`config.mk`:
```
export PLATFORM = sky130hd
export DESIGN_NAME = linear_phase_fir_edge_replicate
export DESIGN_NICKNAME = d
export VERILOG_FILES = /design/src/hdl/lfir_pkg.sv /design/src/hdl/lfir_cell.sv /design/src/hdl/lfir_window.sv /design/src/hdl/lfir_mac.sv /design/src/hdl/linear_phase_fir_edge_replicate.sv
export SDC_FILE = /design/constraint.sdc
export NUM_CORES = 2
export LEC_CHECK = 0
export CORE_ASPECT_RATIO = 0.7
export CORE_MARGIN = 2
export CORE_UTILIZATION = 60
export CTS_BUF_LIST = sky130_fd_sc_hd__clkbuf_2
export DETAILED_ROUTE_END_ITERATION = 12
export DONT_BUFFER_PORTS = 1
export HOLD_SLACK_MARGIN = 0.03
export PLACE_DENSITY = 0.79
export SLEW_MARGIN = 20
export SYNTH_ARGS = -nofsm -noshare
export SYNTH_HDL_FRONTEND = slang
export SYNTH_HIERARCHICAL = 1
export SYNTH_SLANG_ARGS = --single-unit
```
`constraint.sdc`:
```
create_clock -name clk -period 12.31 [get_ports clk]
set_clock_uncertainty 0.15 [all_clocks]
set_input_delay 0 -clock clk [delete_from_list [all_inputs] [get_ports clk]]
set_output_delay 0 -clock clk [all_outputs]
set_load 0.01 [all_outputs]
```
`src/hdl/lfir_pkg.sv`:
```
// ----------------------------------------------------------------------------
// lfir_pkg
// Shared constants and types for the linear-phase FIR with edge replication.
// ----------------------------------------------------------------------------
package lfir_pkg;

  localparam int MAX_HALF   = 16;
  localparam int SAMPLE_W   = 16;
  localparam int COEF_W     = 18;
  localparam int COEF_FRAC  = 15;
  localparam int WIN_DEPTH  = 2 * MAX_HALF + 1;
  localparam int SUM_W      = SAMPLE_W + 1;
  localparam int PROD_W     = SUM_W + COEF_W;
  localparam int ACC_W      = PROD_W + 5;
  localparam int Q_W        = ACC_W - COEF_FRAC;
  localparam int IDX_W      = 4;
  localparam int CNT_W      = 5;
  localparam int READ_POS   = MAX_HALF;
  localparam int PRE_LAST   = MAX_HALF;
  localparam int FILL_MAX   = 31;

  localparam logic [1:0] MODE_ODD  = 2'd0;
  localparam logic [1:0] MODE_EVEN = 2'd1;

  localparam logic REG_MODE = 1'b0;
  localparam logic REG_HALF = 1'b1;

  localparam logic ACT_COEF = 1'b0;

  typedef struct packed {
    logic fill;
    logic shift;
    logic load;
    logic u_sh;
    logic d_sh;
  } win_ctl_t;

endpackage

```
`src/hdl/lfir_cell.sv`:
```
// ----------------------------------------------------------------------------
// lfir_cell
// One window cell: a stored sample plus an up-running and a down-running copy.
// ----------------------------------------------------------------------------
module lfir_cell (
  input  logic                                clk,
  input  lfir_pkg::win_ctl_t                  ctl,
  input  logic signed [lfir_pkg::SAMPLE_W-1:0] s,
  input  logic signed [lfir_pkg::SAMPLE_W-1:0] w_prev,
  input  logic signed [lfir_pkg::SAMPLE_W-1:0] d_prev,
  input  logic signed [lfir_pkg::SAMPLE_W-1:0] u_next,
  output logic signed [lfir_pkg::SAMPLE_W-1:0] w,
  output logic signed [lfir_pkg::SAMPLE_W-1:0] u,
  output logic signed [lfir_pkg::SAMPLE_W-1:0] d
);

  logic signed [lfir_pkg::SAMPLE_W-1:0] w_r, u_r, d_r;

  always_ff @(posedge clk) begin
    if (ctl.fill) begin
      w_r <= s;
    end else if (ctl.shift) begin
      w_r <= w_prev;
    end
    if (ctl.load) begin
      u_r <= w_r;
      d_r <= w_r;
    end else begin
      if (ctl.u_sh) begin
        u_r <= u_next;
      end
      if (ctl.d_sh) begin
        d_r <= d_prev;
      end
    end
  end

  assign w = w_r;
  assign u = u_r;
  assign d = d_r;

endmodule

```
`src/hdl/lfir_window.sv`:
```
// ----------------------------------------------------------------------------
// lfir_window
// Chain of sample cells; the ends hold so the edge samples replicate.
// ----------------------------------------------------------------------------
module lfir_window (
  input  logic                                clk,
  input  lfir_pkg::win_ctl_t                  ctl,
  input  logic signed [lfir_pkg::SAMPLE_W-1:0] s,
  output logic signed [lfir_pkg::SAMPLE_W-1:0] up_tap,
  output logic signed [lfir_pkg::SAMPLE_W-1:0] dn_tap
);

  logic signed [lfir_pkg::SAMPLE_W-1:0] w_a [lfir_pkg::WIN_DEPTH];
  logic signed [lfir_pkg::SAMPLE_W-1:0] u_a [lfir_pkg::WIN_DEPTH];
  logic signed [lfir_pkg::SAMPLE_W-1:0] d_a [lfir_pkg::WIN_DEPTH];

  for (genvar i = 0; i < lfir_pkg::WIN_DEPTH; i++) begin : g_cell
    logic signed [lfir_pkg::SAMPLE_W-1:0] wp, dp, un;
    if (i == 0) begin : g_head
      assign wp = s;
      assign dp = d_a[0];
    end else begin : g_body
      assign wp = w_a[i-1];
      assign dp = d_a[i-1];
    end
    if (i == lfir_pkg::WIN_DEPTH - 1) begin : g_tail
      assign un = u_a[i];
    end else begin : g_mid
      assign un = u_a[i+1];
    end
    lfir_cell u_cell (
      .clk    (clk),
      .ctl    (ctl),
      .s      (s),
      .w_prev (wp),
      .d_prev (dp),
      .u_next (un),
      .w      (w_a[i]),
      .u      (u_a[i]),
      .d      (d_a[i])
    );
  end

  assign up_tap = u_a[0];
  assign dn_tap = d_a[lfir_pkg::READ_POS];

endmodule

```
`src/hdl/lfir_mac.sv`:
```
// ----------------------------------------------------------------------------
// lfir_mac
// Folded multiply-accumulate with half-up rounding and saturation.
// ----------------------------------------------------------------------------
module lfir_mac (
  input  logic                                 clk,
  input  logic                                 clear,
  input  logic                                 step,
  input  logic                                 sub,
  input  logic                                 zero_b,
  input  logic signed [lfir_pkg::SAMPLE_W-1:0] a,
  input  logic signed [lfir_pkg::SAMPLE_W-1:0] b,
  input  logic signed [lfir_pkg::COEF_W-1:0]   coef,
  output logic signed [lfir_pkg::SAMPLE_W-1:0] result,
  output logic                                 clip
);

  logic signed [lfir_pkg::SUM_W-1:0]  sa, sb, sum;
  logic signed [lfir_pkg::PROD_W-1:0] prod_r;
  logic                               prod_v_r;
  logic signed [lfir_pkg::ACC_W-1:0]  acc_r, acc_rnd;
  logic signed [lfir_pkg::Q_W-1:0]    q;
  logic signed [lfir_pkg::Q_W-1:0]    q_hi, q_lo;

  always_comb begin
    sa  = lfir_pkg::SUM_W'(a);
    sb  = zero_b ? '0 : lfir_pkg::SUM_W'(b);
    sum = sub ? (sb - sa) : (sb + sa);
  end

  always_ff @(posedge clk) begin
    prod_r <= lfir_pkg::PROD_W'(sum * coef);
    if (clear) begin
      prod_v_r <= 1'b0;
      acc_r    <= '0;
    end else begin
      prod_v_r <= step;
      if (prod_v_r) begin
        acc_r <= acc_r + lfir_pkg::ACC_W'(prod_r);
      end
    end
  end

  always_comb begin
    acc_rnd = acc_r + (lfir_pkg::ACC_W'(1) <<< (lfir_pkg::COEF_FRAC - 1));
    q       = lfir_pkg::Q_W'(acc_rnd >>> lfir_pkg::COEF_FRAC);
    q_hi    = lfir_pkg::Q_W'((1 <<< (lfir_pkg::SAMPLE_W - 1)) - 1);
    q_lo    = -q_hi - lfir_pkg::Q_W'(1);
    clip    = 1'b0;
    result  = lfir_pkg::SAMPLE_W'(q);
    if (q > q_hi) begin
      result = lfir_pkg::SAMPLE_W'(q_hi);
      clip   = 1'b1;
    end else if (q < q_lo) begin
      result = lfir_pkg::SAMPLE_W'(q_lo);
      clip   = 1'b1;
    end
  end

endmodule

```
`src/hdl/linear_phase_fir_edge_replicate.sv`:
```
// ----------------------------------------------------------------------------
// linear_phase_fir_edge_replicate
// Folded linear-phase FIR over a chain of sample cells, edge-replicated runs.
//
//   channel | direction | handshake          | payload
//   in_     | input     | in_valid/in_ready  | action, coef, sample, last flag
//   out_    | output    | out_valid/out_ready| filtered value, end, clipped
//   cfg     | input     | APB psel/penable   | filter_mode, half_length
//
// A coefficient item is stored on acceptance. A sample item that fills the
// window starts a result (copy load, tap alignment in the cell chain, N shared
// multiply-accumulate steps, drain, push). A flush repeats that per result.
// Synchronous active-low reset clears control; the window needs no clearing.
// A stalled output holds the next result in the push step.
// ----------------------------------------------------------------------------
module linear_phase_fir_edge_replicate (
  input  logic                                 clk,
  input  logic                                 rst_n,
  input  logic                                 in_valid,
  output logic                                 in_ready,
  input  logic                                 in_action,
  input  logic [lfir_pkg::IDX_W-1:0]           in_coef_index,
  input  logic signed [lfir_pkg::COEF_W-1:0]   in_coef_value,
  input  logic signed [lfir_pkg::SAMPLE_W-1:0] in_sample_value,
  input  logic                                 in_last_sample,
  output logic                                 out_valid,
  input  logic                                 out_ready,
  output logic signed [lfir_pkg::SAMPLE_W-1:0] out_filtered_value,
  output logic                                 out_end_of_run,
  output logic                                 out_clipped,
  input  logic                                 psel,
  input  logic                                 penable,
  input  logic                                 pwrite,
  input  logic [2:0]                           paddr,
  input  logic [31:0]                          pwdata,
  output logic [31:0]                          prdata,
  output logic                                 pready
);

  typedef enum logic [2:0] {S_IDLE, S_LOAD, S_PRE, S_MAC, S_DRAIN, S_PUSH} state_t;

  state_t                                state_r;
  logic [1:0]                            mode_r;
  logic [4:0]                            half_r;
  logic [4:0]                            fill_r;
  logic [lfir_pkg::CNT_W-1:0]            cnt_r;
  logic [4:0]                            d_r;
  logic                                  last_r;
  logic signed [lfir_pkg::COEF_W-1:0]    coef_r [lfir_pkg::MAX_HALF];
  logic                                  out_valid_r, end_r, clip_r;
  logic signed [lfir_pkg::SAMPLE_W-1:0]  value_r;

  logic [4:0]                            n_use, look, fill_nxt, p_cnt;
  logic [4:0]                            uoff, doff;
  logic [lfir_pkg::IDX_W-1:0]            cidx;
  lfir_pkg::win_ctl_t                    ctl;
  logic                                  in_acc, smp_acc, push_ok;
  logic signed [lfir_pkg::SAMPLE_W-1:0]  up_tap, dn_tap, mac_res;
  logic                                  mac_clip, mac_clear, mac_step;

  assign pready   = 1'b1;
  assign in_ready = (state_r == S_IDLE);
  assign in_acc   = in_valid && in_ready;
  assign smp_acc  = in_acc && (in_action != lfir_pkg::ACT_COEF);
  assign push_ok  = !out_valid_r || out_ready;

  always_comb begin
    n_use = half_r;
    if (half_r == 5'd0) begin
      n_use = 5'd1;
    end else if (half_r > 5'(lfir_pkg::MAX_HALF)) begin
      n_use = 5'(lfir_pkg::MAX_HALF);
    end
    look     = (mode_r == lfir_pkg::MODE_ODD) ? (n_use - 5'd1) : n_use;
    fill_nxt = (fill_r == 5'(lfir_pkg::FILL_MAX)) ? fill_r : (fill_r + 5'd1);
    p_cnt    = (fill_nxt < look + 5'd1) ? fill_nxt : (look + 5'd1);
    uoff     = d_r + (mode_r[1] ? 5'd1 : 5'd0);
    doff     = 5'(lfir_pkg::READ_POS) - d_r
             + ((mode_r == lfir_pkg::MODE_ODD) ? 5'd0 : 5'd1);
    cidx     = lfir_pkg::IDX_W'(n_use - 5'd1 - cnt_r);
  end

  always_comb begin
    ctl.fill  = smp_acc && (fill_r == 5'd0);
    ctl.shift = smp_acc && (fill_r != 5'd0);
    ctl.load  = (state_r == S_LOAD);
    ctl.u_sh  = ((state_r == S_PRE) && (cnt_r < uoff)) || (state_r == S_MAC);
    ctl.d_sh  = ((state_r == S_PRE) && (cnt_r < doff)) || (state_r == S_MAC);
    mac_clear = (state_r == S_LOAD);
    mac_step  = (state_r == S_MAC);
  end

  lfir_window u_window (
    .clk    (clk),
    .ctl    (ctl),
    .s      (in_sample_value),
    .up_tap (up_tap),
    .dn_tap (dn_tap)
  );

  lfir_mac u_mac (
    .clk    (clk),
    .clear  (mac_clear),
    .step   (mac_step),
    .sub    (mode_r[1]),
    .zero_b ((mode_r == lfir_pkg::MODE_ODD) && (cnt_r == '0)),
    .a      (up_tap),
    .b      (dn_tap),
    .coef   (coef_r[cidx]),
    .result (mac_res),
    .clip   (mac_clip)
  );

  always_ff @(posedge clk) begin
    if (in_acc && (in_action == lfir_pkg::ACT_COEF)) begin
      coef_r[in_coef_index] <= in_coef_value;
    end
  end

  always_ff @(posedge clk) begin
    if (!rst_n) begin
      state_r     <= S_IDLE;
      mode_r      <= 2'd0;
      half_r      <= 5'd1;
      fill_r      <= 5'd0;
      cnt_r       <= '0;
      d_r         <= 5'd0;
      last_r      <= 1'b0;
      out_valid_r <= 1'b0;
    end else begin
      if (psel && penable && pwrite) begin
        if (paddr[2] == lfir_pkg::REG_MODE) begin
          mode_r <= pwdata[1:0];
        end else begin
          half_r <= pwdata[4:0];
        end
      end
      if ((state_r == S_PUSH) && push_ok) begin
        out_valid_r <= 1'b1;
      end else if (out_ready) begin
        out_valid_r <= 1'b0;
      end
      case (state_r)
        S_IDLE: begin
          if (smp_acc) begin
            last_r <= in_last_sample;
            if (in_last_sample) begin
              fill_r  <= 5'd0;
              d_r     <= p_cnt - 5'd1;
              state_r <= S_LOAD;
            end else begin
              fill_r <= fill_nxt;
              if (fill_nxt > look) begin
                d_r     <= look;
                state_r <= S_LOAD;
              end
            end
          end
        end
        S_LOAD: begin
          cnt_r   <= '0;
          state_r <= S_PRE;
        end
        S_PRE: begin
          if (cnt_r == lfir_pkg::CNT_W'(lfir_pkg::PRE_LAST)) begin
            cnt_r   <= '0;
            state_r <= S_MAC;
          end else begin
            cnt_r <= cnt_r + 1'b1;
          end
        end
        S_MAC: begin
          if (cnt_r == n_use - 5'd1) begin
            state_r <= S_DRAIN;
          end else begin
            cnt_r <= cnt_r + 1'b1;
          end
        end
        S_DRAIN: begin
          state_r <= S_PUSH;
        end
        S_PUSH: begin
          if (push_ok) begin
            value_r <= mac_res;
            clip_r  <= mac_clip;
            end_r   <= last_r && (d_r == 5'd0);
            if (last_r && (d_r != 5'd0)) begin
              d_r     <= d_r - 5'd1;
              state_r <= S_LOAD;
            end else begin
              state_r <= S_IDLE;
            end
          end
        end
        default: begin
          state_r <= S_IDLE;
        end
      endcase
    end
  end

  always_comb begin
    if (paddr[2] == lfir_pkg::REG_HALF) begin
      prdata = {27'd0, half_r};
    end else begin
      prdata = {30'd0, mode_r};
    end
  end

  assign out_valid          = out_valid_r;
  assign out_filtered_value = value_r;
  assign out_end_of_run     = end_r;
  assign out_clipped        = clip_r;

endmodule
```
==> summary.md <==
• flop — element type at the critical path end
• 51800 — via count of the first global-routing pass
• 6772 — number of nets in the layout
• 27 — Register-to-Register Path Depth
• 0 — Setup Viol. Count Final
• 13.68 ns — required time at the worst-slack endpoint
• 0 — max-slew violation count
• 5 — detailed-routing iteration count for the pre-antenna-repair pass
• 0 — number of buffers inserted by post-CTS setup repair
• 0.882 — GP Congestion
• clkbuf_2 — root buffer selected by CTS
• 0.847 — final cycle utilization of the critical path
• 0 — Final Hold Fails
• 0.155 mm² — area of the core region
• 0 — Max-cap violations
• 1.77 ns — clock latency on the worst-skew pair
• 4 — Buf+Inv Stages, Crit Path
• fa_1 — most repeated library cell on the critical path
• 1.89 ns — slack of the critical path
• 125000 µm — post-detail-place hpwl
• 1737 — number of sinks driven by the clock tree
• 0.201 — Worst slew margin
• 11.79 ns — critical path arrival
• 2.22 ns — Placement Setup Slack
• 16.3 µm² — Avg Synthesized Cell Area
• 1.89 ns — Worst R2R Setup Slack
• 0 — final antenna-violating net count
• 477 µm — x dimension of the die
• fa_2 — slowest CP cell
• false — unrepaired setup endpoints after global routing
• 207000 µm — post-detailed-routing wire length
• adder cells — cell class contributing the biggest share of worst-path delay
• 317000 µm — wire length of the first global-routing pass
• 1.20 ns — slew at the pin closest to its max-slew limit
• reg -> reg — kind of critical path
• 1 — depth of the worst hold-timing path
• 6.81% — Syn-to-layout area delta
• 0.351 — share of final-layout standard cells stronger than drive strength 1
• 24.2 µm — routed length per instance
• 6 — warning count from the yosys run
• 10.42 ns — Tmin final
• 0 — remaining design rule violation count
• 5359 — 1st-iter DRT viols
• 27 — total number of cells along the worst setup path
• 160 — maximum number of pins on one net before global-route repair
• 135 — number of top-level pins
• 4 — buffers from clock root to sink, at most
• yes — CTS tree
• 0.0938 mm² — summed instance area of the synthesized netlist
• 46 — maximum net fanout on the critical path
• 0.258 — total routing resource utilization after global routing
• 0.16 ns — register clock-pin slew on the reported worst setup and hold paths
• 5 — number of levels in the clock H-tree
• 121 — row cnt
• 0.0960 GHz — achievable frequency
• 1.10 ns — Slowest Stage Delay on Critical Path
• 0.604 — effective utilization at floorplan
• 0.160 mm² — Total Die Area
• 335 µm — die extent in y
• reg -> reg — worst hold-check path type
• completed — outcome
• flop — startpoint type of the worst setup path
• 5.91 — detailed-route vias per instance
• 6 — number of antenna violations at the first check in global routing
• 0 ns — setup TNS after final layout
• 402 — Num CTS Buffers
• 50600 — vias post-DR
• 0 — leftover overflow at the end of global routing
• 5754 — synthesized instance count
• 10900 — filler cell count
• 0 — count of port buffers added during placement
[timing repair]
action / 4_1_cts / 5_1_grt
endpoints found under the hold margin: 1682 / 0
gates resized for setup: 0 / 0
hold buffers: 273 / 0
endpoints found under the setup margin: 0 / 0
[final timing paths]
kind / startpoint / to
setup reg to reg: half_r[3] / u_mac/prod_r[28]
hold reg to reg: u_window/g_cell[12].u_cell/d[9] / u_window/g_cell[13].u_cell/d[9]
hold / removal: u_window/g_cell[12].u_cell/d[9] / u_window/g_cell[13].u_cell/d[9]
setup / recovery: half_r[3] / u_mac/prod_r[28]
[worst reg2reg max path, cell delays in order (launching register included)]
cell and delay (ns):
dfxtp_1 0.57, nor3_1 0.11, o21bai_1 0.31, ha_1 0.36, fa_2 1.10, buf_4 0.69
mux4_2 0.42, mux4_2 0.75, nand2_1 0.20, fa_1 0.45, fa_1 0.57, inv_1 0.08
fa_1 0.49, fa_1 0.50, fa_1 0.49, inv_1 0.05, fa_1 0.54, inv_1 0.07
ha_1 0.38, a2111oi_0 0.50, o211ai_1 0.18, nand3b_1 0.15, nand2_1 0.06, o221ai_1 0.36
o21bai_1 0.15, a21o_1 0.19, a21oi_1 0.17, xnor2_1 0.13
[layout by cell type (no fill, tap or decap), types with 42 or more instances in the layout]
cell and count:
edfxtp_1 1634, mux2_4 1014, clkbuf_2 574, inv_1 390, mux2_2 320, fa_1 314, nand2_1 262, dlygate4sd3_1 241
ha_1 175, nor2_1 132, dfxtp_1 102, a21oi_1 96, and2_1 91, mux4_2 90, xnor2_1 87, or2_2 87
nor2b_1 75, o21ai_0 69, clkinv_1 67, buf_4 48, xor2_1 45, mux2i_1 42
[metrics by stage]
step / hold WS (ns) / utilization / std cells / area [µm²]
2_1_floorplan: -0.0511 / - / 5780 / 93900
3_3_place_gp: -0.0821 / 0.604 / 7613 / 93800
3_5_place_dp: -0.0731 / 0.604 / 7613 / 93800
4_1_cts: 0.0349 / 0.645 / 8544 / 100000
5_1_grt: 0.207 / 0.645 / 8552 / 100000
6_report: 0.276 / 0.645 / 8553 / 100000
[cell type report]
cell class	instances	area (µm²)	share of cell area
diodes	9	22.5	0.000225
well taps	2091	2620	0.0261
multi-input cells	3335	38000	0.380
inverters	395	1480	0.0148
flip-flops and latches	1737	51100	0.510
repair buffers	328	3690	0.0368
clock buffers	574	2870	0.0287
clock inverters	84	367	0.00366
[flip-flops by register name, indices dropped and copies added, names as in the netlist]
register / count
u_window/g_cell.u_cell/u: 528
u_window/g_cell.u_cell/w: 528
coef_r: 288
u_window/g_cell.u_cell/d: 272
u_mac/acc_r: 40
u_mac/prod_r: 35
out_filtered_value: 16
cnt_r: 5
d_r: 5
fill_r: 5
half_r: 5
state_r: 3
mode_r: 2
last_r: 1
out_clipped: 1
out_end_of_run: 1
out_valid: 1
u_mac/prod_v_r: 1
[routing by layer]
layer / wire (µm) / track usage
met1: 95800 / 0.403
met2: 89000 / 0.365
met4: 3770 / 0.0709
met5: 0 / 0
met3: 18000 / 0.0536
Power is left out: the tool's default activity adds up to more than one toggle a clock period on the data nets, which glitch-free logic cannot reach.
